===== src/rtl/core/bcs_pkg.sv =====
`default_nettype none
package bcs_pkg;

  localparam int unsigned NUM_CH = 3;

  // lane order inside the channel arrays
  localparam int unsigned CH_RED   = 0;
  localparam int unsigned CH_GREEN = 1;
  localparam int unsigned CH_BLUE  = 2;

  // register indexes on the configuration port
  localparam logic [1:0] REG_BRIGHTNESS = 2'd0;
  localparam logic [1:0] REG_CONTRAST   = 2'd1;
  localparam logic [1:0] REG_SATURATION = 2'd2;

  localparam int unsigned OFS_W  = 9;   // brightness offset, signed
  localparam int unsigned GAIN_W = 12;  // Q4.8 unsigned gains
  localparam int unsigned PIX_W  = 8;
  localparam int unsigned CEN_W  = 10;  // channel + offset - 128
  localparam int unsigned YQ_W   = 22;  // contrast result, Q.8
  localparam int unsigned LUMA_W = 38;  // luma, Q.24
  localparam int unsigned DIFF_W = 39;  // channel minus luma, Q.24
  localparam int unsigned Z_W    = 52;  // saturation result, Q.32

  localparam logic signed [CEN_W-1:0] MID_LEVEL = 10'sd128;
  localparam logic signed [YQ_W:0]    MID_Q8    = 23'sd32768;

  // Q0.16 luma weights, sum is exactly one
  localparam logic signed [17:0] LUMA_WR = 18'sd19595;
  localparam logic signed [17:0] LUMA_WG = 18'sd38470;
  localparam logic signed [17:0] LUMA_WB = 18'sd7471;

  typedef logic [PIX_W-1:0]          pix_t;
  typedef logic [GAIN_W-1:0]         gain_t;
  typedef logic signed [OFS_W-1:0]   ofs_t;
  typedef logic signed [CEN_W-1:0]   cen_t;
  typedef logic signed [YQ_W-1:0]    yq_t;
  typedef logic signed [LUMA_W-1:0]  luma_t;
  typedef logic signed [DIFF_W-1:0]  diff_t;
  typedef logic signed [Z_W-1:0]     zq_t;

  // fields that ride along with each beat untouched
  typedef struct packed {
    logic [PIX_W-1:0] alpha;
    logic             frame_end;
  } side_t;

endpackage
`default_nettype wire


===== src/rtl/core/bcs_luma.sv =====
`default_nettype none
module bcs_luma (
  input  wire logic          clk_i,
  input  wire logic          rst_ni,
  input  wire logic          valid_i,
  input  wire bcs_pkg::side_t side_i,
  input  wire bcs_pkg::yq_t   y_i [bcs_pkg::NUM_CH],
  output logic               valid_o,
  output bcs_pkg::side_t     side_o,
  output bcs_pkg::luma_t     luma_o,
  output bcs_pkg::diff_t     diff_o [bcs_pkg::NUM_CH]
);
  import bcs_pkg::*;

  logic  v3_q, v4_q, v5_q;
  side_t s3_q, s4_q, s5_q;
  logic signed [17:0] wgt [NUM_CH];
  logic signed [YQ_W+17:0] full [NUM_CH];
  luma_t p_d  [NUM_CH];
  luma_t p_q  [NUM_CH];
  yq_t   y3_q [NUM_CH];
  yq_t   y4_q [NUM_CH];
  luma_t luma_d, luma4_q, luma5_q;
  diff_t diff_d [NUM_CH];
  diff_t diff_q [NUM_CH];
  logic signed [YQ_W+15:0] yshift [NUM_CH];

  assign wgt[CH_RED]   = LUMA_WR;
  assign wgt[CH_GREEN] = LUMA_WG;
  assign wgt[CH_BLUE]  = LUMA_WB;

  always_comb begin
    for (int i = 0; i < NUM_CH; i++) begin
      full[i]   = y_i[i] * wgt[i];
      p_d[i]    = $signed(full[i][LUMA_W-1:0]);
      yshift[i] = $signed({y4_q[i], 16'h0000});
      diff_d[i] = DIFF_W'(yshift[i]) - DIFF_W'(luma4_q);
    end
    luma_d = p_q[CH_RED] + p_q[CH_GREEN] + p_q[CH_BLUE];
  end

  always_ff @(posedge clk_i or negedge rst_ni) begin
    if (!rst_ni) begin
      v3_q <= 1'b0;
      v4_q <= 1'b0;
      v5_q <= 1'b0;
    end else begin
      v3_q <= valid_i;
      v4_q <= v3_q;
      v5_q <= v4_q;
    end
  end

  always_ff @(posedge clk_i) begin
    s3_q    <= side_i;
    s4_q    <= s3_q;
    s5_q    <= s4_q;
    p_q     <= p_d;
    y3_q    <= y_i;
    y4_q    <= y3_q;
    luma4_q <= luma_d;
    luma5_q <= luma4_q;
    diff_q  <= diff_d;
  end

  assign valid_o = v5_q;
  assign side_o  = s5_q;
  assign luma_o  = luma5_q;
  assign diff_o  = diff_q;

endmodule
`default_nettype wire


===== config.mk =====
export PLATFORM = sky130hd
export DESIGN_NAME = bcs_luma
export DESIGN_NICKNAME = d
export VERILOG_FILES = /design/src/rtl/core/bcs_pkg.sv /design/src/rtl/core/bcs_luma.sv
export SDC_FILE = /design/constraint.sdc
export NUM_CORES = 2
export LEC_CHECK = 0
export BUFFER_PORTS_ARGS = -buffer_cell sky130_fd_sc_hd__buf_4
export CORE_MARGIN = 5
export CORE_UTILIZATION = 45
export CTS_BUF_LIST = sky130_fd_sc_hd__clkbuf_16
export DETAILED_ROUTE_END_ITERATION = 8
export GPL_ROUTABILITY_DRIVEN = 0
export PLACE_DENSITY = 0.59
export SYNTH_ARGS = -nofsm -noshare
export SYNTH_HDL_FRONTEND = slang
export SYNTH_SLANG_ARGS = --single-unit
export TNS_END_PERCENT = 5

===== constraint.sdc =====
create_clock -name clk_i -period 5.5 [get_ports clk_i]
set_input_delay 0.825 -clock clk_i [delete_from_list [all_inputs] [get_ports clk_i]]
set_output_delay 0.825 -clock clk_i [all_outputs]
set_load 0.05 [all_outputs]

==> metrics.csv <==
metric,value,unit
peak fanout along the critical path,5,
Detailed Routing Iterations Pass 1,8,
Row Count,102,
skew final,0.01727,ns
crit path time final,5.329,ns
pre-CTS WS,-0.5539,ns
start of the worst register-to-register path,p_q[1],
Starting Density,45.44,%
Main synth FF type,dfxtp_1,
DRC Markers,0,
Synth cell types,76,
Core ar.,0.07747,mm^2
Root Buffer,clkbuf_16,
"Design Area, Final",0.04240,mm^2
Die Y-Extent,289.7,um
worst-skew pair later-pin latency,0.60,ns
"most common cell after layout, fill and taps aside",inv_1,
CTS H-tree depth,2,
Slew HR,26.58,%
Final HPWL DP,75880,um
status,"complete, no violations",
Layout Nets,5129,
area post-placement,0.04076,mm^2
crit path launch,y_i[9],
Slew @ Worst Pin,1.094,ns
input/output buffers,242,
vias in the first global route,25290,
Hold Crit Start,y3_q[51],
diode count,0,
WP data required,5.98,ns
Die ar.,0.08392,mm^2
clock buffer count from CTS,48,
Vias/cell,4.939,
Synth Instances,3515,
Die W,289.7,um
max cap viols,0,
"EDFF count, synth",0,
clock buffer depth,3,
Area Overhead vs Synth,20.45,%
share of layout cells above drive strength 1,17.74,%
antenna violations before repair,1,
Reg2Reg Setup Slack,1.44,ns
clock tree sinks,430,
max-slew violations,0,
#FFs+latches synth,430,
most frequent cells in the layout,"inv_1 (723), buf_4 (605), ha_1 (556)",
CTS tree,built,
Mapped Area,0.03520,mm^2
aggregate global-route resource usage,20.77,%
Setup CP Type,in2reg,
cell count after placement,5077,
syn avg cell area,10.01,um^2
first-pass GRT wire length,136700,um
wire per inst,16.92,um
crit end category,flip-flop,
Setup crit start kind,input pin,
Async SR Flop Fraction,0.6977,%
GRT overflow,0,
f_max,187.6,MHz
crit share post-route,96.89,%
crit path DAT,5.81,ns
# fillers,6964,
yosys warns,0,
post-synthesis sequential area ratio,24.50,%
unrepaired setup endpoints after global routing,no,
drt total wl,87400,um
fin cells,5166,
largest net degree at the start of global routing,22,
IO Count,243,
final setup vio count,0,
"Reg clk slew, reported paths",0.07,ns
Hold Crit Class,reg2reg,
Fin. Hold Viols,0,
Via Count,25510,
Initial DRC Count,1239,
fin worst setup slack,0.1709,ns
antenna-violating nets left,0,
Syn Nets,4556,
## through the flow
| stage | setup TNS (ns) | utilization (%) | hold WS [ns] |
|---|---|---|---|
| after global routing | 0 | 54.74 | 0.2971 |
| after detailed placement | -11.57 | 52.62 | 0.3121 |
| after CTS | 0 | 54.67 | 0.2928 |
| after global placement | -9.905 | 52.62 | 0.3096 |
| final | 0 | 54.74 | 0.3176 |
| after floorplan | -0.1793 | - | 0.3096 |
## repair_timing
| item | in CTS | in global routing |
|---|---|---|
| endpoints found under the hold margin | 3 | 0 |
| setup endpoints to repair | 0 | 10 |
| resized for setup | 0 | 9 |
| hold buffers | 1 | 0 |
| buffers inserted | 0 | 0 |
## flip-flops by register name, indices dropped and copies added (netlist names), 9 cells and up
name	count
luma4_q	38
diff_o	85
side_o	9
y3_q	66
luma_o	37
p_q	108
s4_q	9
s3_q	9
y4_q	66
## critical path: stages
cell and delay [ns]:
buf_4 0.14, buf_4 0.14, ha_1 0.30, fa_1 0.59, fa_1 0.45, fa_1 0.41
fa_1 0.53, inv_1 0.05, fa_1 0.47, inv_1 0.04, ha_1 0.19, a21o_1 0.20
a21o_1 0.17, a21o_1 0.19, a211oi_1 0.24, nor2_1 0.06, o21a_1 0.19, a311oi_4 0.35
o21bai_1 0.13, xor2_1 0.16
## kinds of logic after synthesis
family,count (synthesis),share of synthesized area (%)
and+or+nand+nor,447,6.263
buffers and inverters,808,8.996
AOI/OAI and AO/OA,643,11.83
DFF,430,24.50
adders and majority gates,964,42.85
muxes,5,0.1422
xor gates and xnor gates,218,5.424
## metal layers
metal / global-route usage, % / part of all wire [%] / up-vias
li1: - / - / 12620
met1: 28.72 / 45 / 12220
met2: 34.92 / 47 / 587
met3: 2.675 / 5.2 / 93
met4: 4.945 / 2.5 / 0
met5: 0 / 0 / -
## synthesized netlist by cell type (13+ instances only)
| cell | count | share of area, % |
|---|---|---|
| a31oi_1 | 27 | 0.48 |
| nor2b_1 | 29 | 0.52 |
| xor2_1 | 73 | 1.8 |
| inv_1 | 720 | 7.7 |
| clkbuf_1 | 51 | 0.54 |
| nand2b_1 | 22 | 0.39 |
| buf_4 | 33 | 0.70 |
| o21bai_1 | 28 | 0.60 |
| nor2_1 | 98 | 1.0 |
| o31ai_1 | 13 | 0.28 |
| o21ai_0 | 105 | 1.5 |
| dfxtp_1 | 427 | 24 |
| and3_1 | 17 | 0.30 |
| o21a_1 | 13 | 0.28 |
| a21oi_1 | 215 | 3.1 |
| ha_1 | 560 | 20 |
| nor3_1 | 27 | 0.38 |
| nand4_1 | 34 | 0.60 |
| fa_1 | 403 | 23 |
| and2_1 | 13 | 0.23 |
| nand2_1 | 121 | 1.3 |
| a211oi_1 | 26 | 0.55 |
| xnor2_1 | 145 | 3.6 |
| nand3_1 | 47 | 0.67 |
| a21o_1 | 112 | 2.4 |
## path summary, 6_finish.rpt
check | to | cells past startpoint
max | p_q[30] | 20
min | y4_q[51] | 0
max reg2reg | luma4_q[35] | 13
min reg2reg | y4_q[51] | 0
max in group asynchronous | v3_q | 2
min in group asynchronous | valid_o | 2
## layout make-up
cell class	instances	area [um^2]	share of cell area [%]
flip-flops and latches	430	8623	20.34
inverters	720	2703	6.374
clock buffers	48	1201	2.833
well taps	1040	1301	3.069
repair buffers	611	4652	10.97
multi-input cells	2277	23540	55.52
clock inverters	40	379.1	0.8941
Power is not shown: default switching activity piles up to over one toggle a cycle in this logic, so the estimate is an artifact.
