<file path="src/rtl/core/bcs_pkg.sv">
`default_nettype none
package bcs_pkg;

  localparam int unsigned NUM_CH = 3;

  // lane order inside the channel arrays
  localparam int unsigned CH_RED   = 0;
  localparam int unsigned CH_GREEN = 1;
  localparam int unsigned CH_BLUE  = 2;

  // register indexes on the configuration port
  localparam logic [1:0] REG_BRIGHTNESS = 2'd0;
  localparam logic [1:0] REG_CONTRAST   = 2'd1;
  localparam logic [1:0] REG_SATURATION = 2'd2;

  localparam int unsigned OFS_W  = 9;   // brightness offset, signed
  localparam int unsigned GAIN_W = 12;  // Q4.8 unsigned gains
  localparam int unsigned PIX_W  = 8;
  localparam int unsigned CEN_W  = 10;  // channel + offset - 128
  localparam int unsigned YQ_W   = 22;  // contrast result, Q.8
  localparam int unsigned LUMA_W = 38;  // luma, Q.24
  localparam int unsigned DIFF_W = 39;  // channel minus luma, Q.24
  localparam int unsigned Z_W    = 52;  // saturation result, Q.32

  localparam logic signed [CEN_W-1:0] MID_LEVEL = 10'sd128;
  localparam logic signed [YQ_W:0]    MID_Q8    = 23'sd32768;

  // Q0.16 luma weights, sum is exactly one
  localparam logic signed [17:0] LUMA_WR = 18'sd19595;
  localparam logic signed [17:0] LUMA_WG = 18'sd38470;
  localparam logic signed [17:0] LUMA_WB = 18'sd7471;

  typedef logic [PIX_W-1:0]          pix_t;
  typedef logic [GAIN_W-1:0]         gain_t;
  typedef logic signed [OFS_W-1:0]   ofs_t;
  typedef logic signed [CEN_W-1:0]   cen_t;
  typedef logic signed [YQ_W-1:0]    yq_t;
  typedef logic signed [LUMA_W-1:0]  luma_t;
  typedef logic signed [DIFF_W-1:0]  diff_t;
  typedef logic signed [Z_W-1:0]     zq_t;

  // fields that ride along with each beat untouched
  typedef struct packed {
    logic [PIX_W-1:0] alpha;
    logic             frame_end;
  } side_t;

endpackage
`default_nettype wire

</file>
<file path="src/rtl/core/bcs_contrast.sv">
`default_nettype none
module bcs_contrast (
  input  wire logic          clk_i,
  input  wire logic          rst_ni,
  input  wire logic          valid_i,
  input  wire bcs_pkg::side_t side_i,
  input  wire bcs_pkg::pix_t  pix_i [bcs_pkg::NUM_CH],
  input  wire bcs_pkg::ofs_t  ofs_i,
  input  wire bcs_pkg::gain_t gain_i,
  output logic               valid_o,
  output bcs_pkg::side_t     side_o,
  output bcs_pkg::yq_t       y_o [bcs_pkg::NUM_CH]
);
  import bcs_pkg::*;

  logic  v1_q, v2_q;
  side_t s1_q, s2_q;
  cen_t  cen_d [NUM_CH];
  cen_t  cen_q [NUM_CH];
  yq_t   y_d   [NUM_CH];
  yq_t   y_q   [NUM_CH];
  logic signed [YQ_W:0] prod [NUM_CH];

  always_comb begin
    for (int i = 0; i < NUM_CH; i++) begin
      cen_d[i] = $signed({2'b00, pix_i[i]}) + CEN_W'(ofs_i) - MID_LEVEL;
      prod[i]  = cen_q[i] * $signed({1'b0, gain_i});
      y_d[i]   = yq_t'(prod[i] + MID_Q8);
    end
  end

  always_ff @(posedge clk_i or negedge rst_ni) begin
    if (!rst_ni) begin
      v1_q <= 1'b0;
      v2_q <= 1'b0;
    end else begin
      v1_q <= valid_i;
      v2_q <= v1_q;
    end
  end

  always_ff @(posedge clk_i) begin
    s1_q  <= side_i;
    s2_q  <= s1_q;
    cen_q <= cen_d;
    y_q   <= y_d;
  end

  assign valid_o = v2_q;
  assign side_o  = s2_q;
  assign y_o     = y_q;

endmodule
`default_nettype wire

</file>
<file path="config.mk">
export PLATFORM = sky130hd
export DESIGN_NAME = bcs_contrast
export DESIGN_NICKNAME = d
export VERILOG_FILES = /design/src/rtl/core/bcs_pkg.sv /design/src/rtl/core/bcs_contrast.sv
export SDC_FILE = /design/constraint.sdc
export NUM_CORES = 1
export LEC_CHECK = 0
export ABC_AREA = 1
export ABC_CLOCK_PERIOD_IN_PS = 4600
export BUFFER_PORTS_ARGS = -buffer_cell sky130_fd_sc_hd__buf_2
export CORE_UTILIZATION = 25
export CTS_CLUSTER_SIZE = 28
export DETAILED_ROUTE_END_ITERATION = 6
export GPL_TIMING_DRIVEN = 0
export SLEW_MARGIN = 20
export SYNTH_ARGS = -nofsm -noshare
export SYNTH_HDL_FRONTEND = slang
export SYNTH_SLANG_ARGS = --single-unit
</file>
<file path="constraint.sdc">
create_clock -name clk_i -period 4.6 [get_ports clk_i]
set_input_delay 0.92 -clock clk_i [delete_from_list [all_inputs] [get_ports clk_i]]
set_output_delay 0.92 -clock clk_i [all_outputs]
set_load 0.01 [all_outputs]
</file>
==> metrics.txt <==
# TYPE chip_impl_metric gauge
chip_impl_metric{name="hold_slack",unit="ns"} 0.232
chip_impl_metric{name="antenna_left",unit=""} 0
chip_impl_metric{name="ys_seq_area_share",unit="%"} 14.0
chip_impl_metric{name="synth-warning-count",unit=""} 0
chip_impl_metric{name="die_y_extent",unit="microns"} 260
chip_impl_info{name="timing.critical_path.slowest_stage_cell",value="sky130_fd_sc_hd__fa_1"} 1
chip_impl_metric{name="timing.critical_path.arrival",unit="ns"} 4.98
chip_impl_metric{name="worst-path-buf-inv",unit=""} 7
chip_impl_metric{name="synth_enable_flop_cells",unit=""} 0
chip_impl_info{name="setup.worst_path.class",value="input port to flop"} 1
chip_impl_info{name="timing.critical_path.to_type",value="flop"} 1
chip_impl_metric{name="slew_violations",unit=""} 0
chip_impl_metric{name="place.port_buffers",unit=""} 120
chip_impl_metric{name="synth_seq_cells",unit=""} 116
chip_impl_metric{name="floorplan.initialDensity",unit="%"} 25.3
chip_impl_metric{name="longest_individual_stage_delay_on_the_worst_path",unit="ns"} 0.53
chip_impl_metric{name="worst_ep_required_time",unit="ns"} 4.95
chip_impl_metric{name="vias_per_cell",unit=""} 4.29
chip_impl_metric{name="setup_slack",unit="ns"} -0.0318
chip_impl_metric{name="finalCritPeriodShare",unit="%"} 101
chip_impl_metric{name="grt_pass1_wl",unit="microns"} 72800
chip_impl_metric{name="final_setup_skew",unit="ns"} 0.00822
chip_impl_info{name="most-common-layout-cells",value="542 x sky130_fd_sc_hd__inv_1, 531 x sky130_fd_sc_hd__nand2_1, 235 x sky130_fd_sc_hd__fa_1"} 1
chip_impl_metric{name="die-area",unit="sq um"} 67800
chip_impl_metric{name="grt_start_max_net_pins",unit=""} 20
chip_impl_metric{name="drive_gt1_share",unit="%"} 19.8
chip_impl_metric{name="syn2layout_area_growth",unit="%"} 23.4
chip_impl_metric{name="placed_cell_area",unit="sq um"} 18800
chip_impl_info{name="tritoncts",value="built"} 1
chip_impl_metric{name="vias_in_the_first_global_route",unit=""} 13500
chip_impl_metric{name="hold_viol_final",unit=""} 0
chip_impl_metric{name="fillCellCount",unit=""} 7040
chip_impl_metric{name="clock_latency_late_sink",unit="ns"} 0.47
chip_impl_info{name="cp_top_family",value="adder cells"} 1
chip_impl_info{name="main_synth_ff_type",value="sky130_fd_sc_hd__dfxtp_1"} 1
chip_impl_info{name="cell_seen_most_often_among_critical_path_stages",value="sky130_fd_sc_hd__fa_1"} 1
chip_impl_metric{name="fin_crit",unit="ns"} 4.63
chip_impl_metric{name="ys_async_sr_fraction",unit="%"} 1.72
chip_impl_metric{name="design_area",unit="sq um"} 20600
chip_impl_metric{name="row_count",unit=""} 94
chip_impl_info{name="holdCritPathClass",value="input port to asynchronous set/reset pin"} 1
chip_impl_info{name="critPathLaunchType",value="input port"} 1
chip_impl_info{name="layout.cells.most_common",value="sky130_fd_sc_hd__inv_1"} 1
chip_impl_info{name="worst_r2r_startpoint",value="cen_q[29]$_DFF_P_"} 1
chip_impl_metric{name="finalSetupViolCount",unit=""} 1
chip_impl_metric{name="timing.slew.headroom",unit="%"} 68.7
chip_impl_info{name="grt_setup_unrepaired",value="yes"} 1
chip_impl_metric{name="combined_area_of_the_multi_input_logic_cells",unit="sq um"} 12800
chip_impl_metric{name="grt_overflow_total",unit=""} 0
chip_impl_metric{name="tightestPinTransition",unit="ns"} 0.469
chip_impl_metric{name="finalWeightedCongestion",unit=""} 0.899
chip_impl_metric{name="cts_inserted_buffers",unit=""} 17
chip_impl_metric{name="ff2ff_setup_slack",unit="ns"} 0.06
chip_impl_info{name="capturing_point_of_the_worst_reg2reg_path",value="y_o[56]$_DFF_P_"} 1
chip_impl_metric{name="ys_types",unit=""} 32
chip_impl_metric{name="layout.nets",unit=""} 2868
chip_impl_info{name="path_cells",value="clkbuf_16, buf_12, buf_8, nand2_1, fa_1, inv_1, fa_1, fa_2, fa_1, inv_1, fa_1, inv_1, ha_4, nand2_1, nand2_1, a21oi_2, nand3_2, buf_4, xor2_2"} 1
chip_impl_metric{name="routed_wire_length_per_instance",unit="microns"} 14.6
chip_impl_info{name="violations_in_the_final_reports",value="negative setup slack"} 1
chip_impl_metric{name="timing.fmax",unit="GHz"} 0.216
chip_impl_metric{name="grt_antenna_before_repair",unit=""} 0
chip_impl_metric{name="mappedNetlistNets",unit=""} 2701
chip_impl_metric{name="globalRouteTotalUtil",unit="%"} 14.2
chip_impl_metric{name="worst-r2r-cell-count",unit=""} 17
chip_impl_metric{name="syn_area_per_cell",unit="sq um"} 7.74
chip_impl_metric{name="vias_after_detailed_routing",unit=""} 13700
chip_impl_metric{name="floorplan.core_area",unit="sq um"} 65900
chip_impl_metric{name="detail_route.drc_violations",unit=""} 0
chip_impl_metric{name="maxCapViolations",unit=""} 0
chip_impl_metric{name="diodes",unit=""} 0
chip_impl_metric{name="clock_tree.buffer_depth",unit=""} 2
chip_impl_metric{name="clkSlewWorstSetupHoldPaths",unit="ns"} 0.06
chip_impl_metric{name="pin_count",unit=""} 133
chip_impl_metric{name="die_x",unit="microns"} 260
chip_impl_info{name="status",value="complete, but fails checks"} 1
chip_impl_metric{name="synthesis.instances",unit=""} 2155
chip_impl_metric{name="seqCellArea",unit="sq um"} 2370
chip_impl_metric{name="drt_iter0_drc",unit=""} 843
chip_impl_metric{name="crit_fanout",unit=""} 6
chip_impl_metric{name="clock_sink_count",unit=""} 116
chip_impl_metric{name="detail_route.wirelength",unit="microns"} 46700
chip_impl_metric{name="final.setup.tns",unit="ns"} -0.0318
chip_impl_info{name="cts_root_buf",value="sky130_fd_sc_hd__clkbuf_16"} 1
chip_impl_metric{name="cts_max_level",unit=""} 4
chip_impl_metric{name="netlist_area",unit="sq um"} 16700
chip_impl_metric{name="post-dp-hpwl",unit="microns"} 37700
chip_impl_metric{name="detail_route.first_pass.iterations",unit=""} 5
==> how the worst max path moves through the flow <==
| stage | start | to | slack, ns | depth (start not counted) |
|---|---|---|---|---|
| 4_1_cts | gain_i[6] | y_o[19]$_DFF_P_ | 0.001 | 22 |
| 3_3_place_gp | gain_i[1] | y_o[17]$_DFF_P_ | -0.86 | 18 |
| 3_5_place_dp | gain_i[1] | y_o[17]$_DFF_P_ | -0.84 | 18 |
| 5_1_grt | gain_i[9] | y_o[61]$_DFF_P_ | -0.15 | 19 |
| 6_report | gain_i[9] | y_o[56]$_DFF_P_ | -0.03 | 19 |
| 2_1_floorplan | gain_i[6] | y_o[21]$_DFF_P_ | -0.18 | 22 |
==> kinds of logic (layout without fill, tap and decap cells) <==
group                    after synthesis  count (layout)  share of synthesized area, %
buffers and inverters                632             812                          14.3
adder cells (fa/ha/maj)              489             489                          47.5
AO/OA/AOI/OAI                        100             100                          3.07
flip-flops                           116             116                          14.0
AND/OR/NAND/NOR                      766             766                          18.5
XOR/XNOR                              52              52                          2.73
==> flip-flops by register name, summed over array words and instances (netlist names) <==
name     count
cen_q       30
s1_q         9
side_o       9
v1_q         1
valid_o      1
y_o         66
==> cells in the mapped netlist (9+ instances only) <==
cell type | n | share of area [%]
sky130_fd_sc_hd__nand2_1 | 601 | 14
sky130_fd_sc_hd__nor2_1 | 67 | 1.5
sky130_fd_sc_hd__xnor2_1 | 12 | 0.63
sky130_fd_sc_hd__nand2_2 | 9 | 0.34
sky130_fd_sc_hd__inv_1 | 566 | 13
sky130_fd_sc_hd__xor2_1 | 40 | 2.1
sky130_fd_sc_hd__ha_1 | 249 | 19
sky130_fd_sc_hd__fa_1 | 240 | 29
sky130_fd_sc_hd__dfxtp_1 | 114 | 14
sky130_fd_sc_hd__a21oi_1 | 73 | 2.2
sky130_fd_sc_hd__nand3_1 | 55 | 1.7
sky130_fd_sc_hd__clkbuf_1 | 51 | 1.1
sky130_fd_sc_hd__o21ai_0 | 22 | 0.66
==> routing by layer <==
metal / track usage [%] / wire length [microns] / up-vias
met5: 0 / 0 / -
met4: 4.40 / 784 / 0
met3: 3.69 / 4540 / 49
met2: 21.7 / 20800 / 465
met1: 19.4 / 20600 / 6555
li1: - / - / 6652
==> through the flow <==
stage | instances | setup slack [ns] | util, %
floorplan | 2155 | -0.183 | -
global placement | 3139 | -0.859 | 28.5
detailed placement | 3139 | -0.838 | 28.5
CTS | 3167 | 0.00121 | 29.7
global route | 3199 | -0.152 | 31.3
finish | 3199 | -0.0318 | 31.3
==> cell type report <==
cell class	instances	share of cell area (%)
multi-input cells	1407	62.1
repair buffers	153	4.55
clock inverters	11	0.729
well taps	864	5.25
plain buffers	59	3.23
inverters	568	10.4
flip-flops and latches	116	11.5
clock buffers	21	2.24
==> timing repair <==
item	4_1_cts	5_1_grt
resized for setup	90	272
endpoints found under the hold margin	0	0
buffers inserted	0	30
pin swaps	6	99
endpoints found under the setup margin	38	34
hold buffers	0	0
cloned	0	3
Power is not shown: default switching activity piles up to over one toggle a cycle in this logic, so the estimate is an artifact.
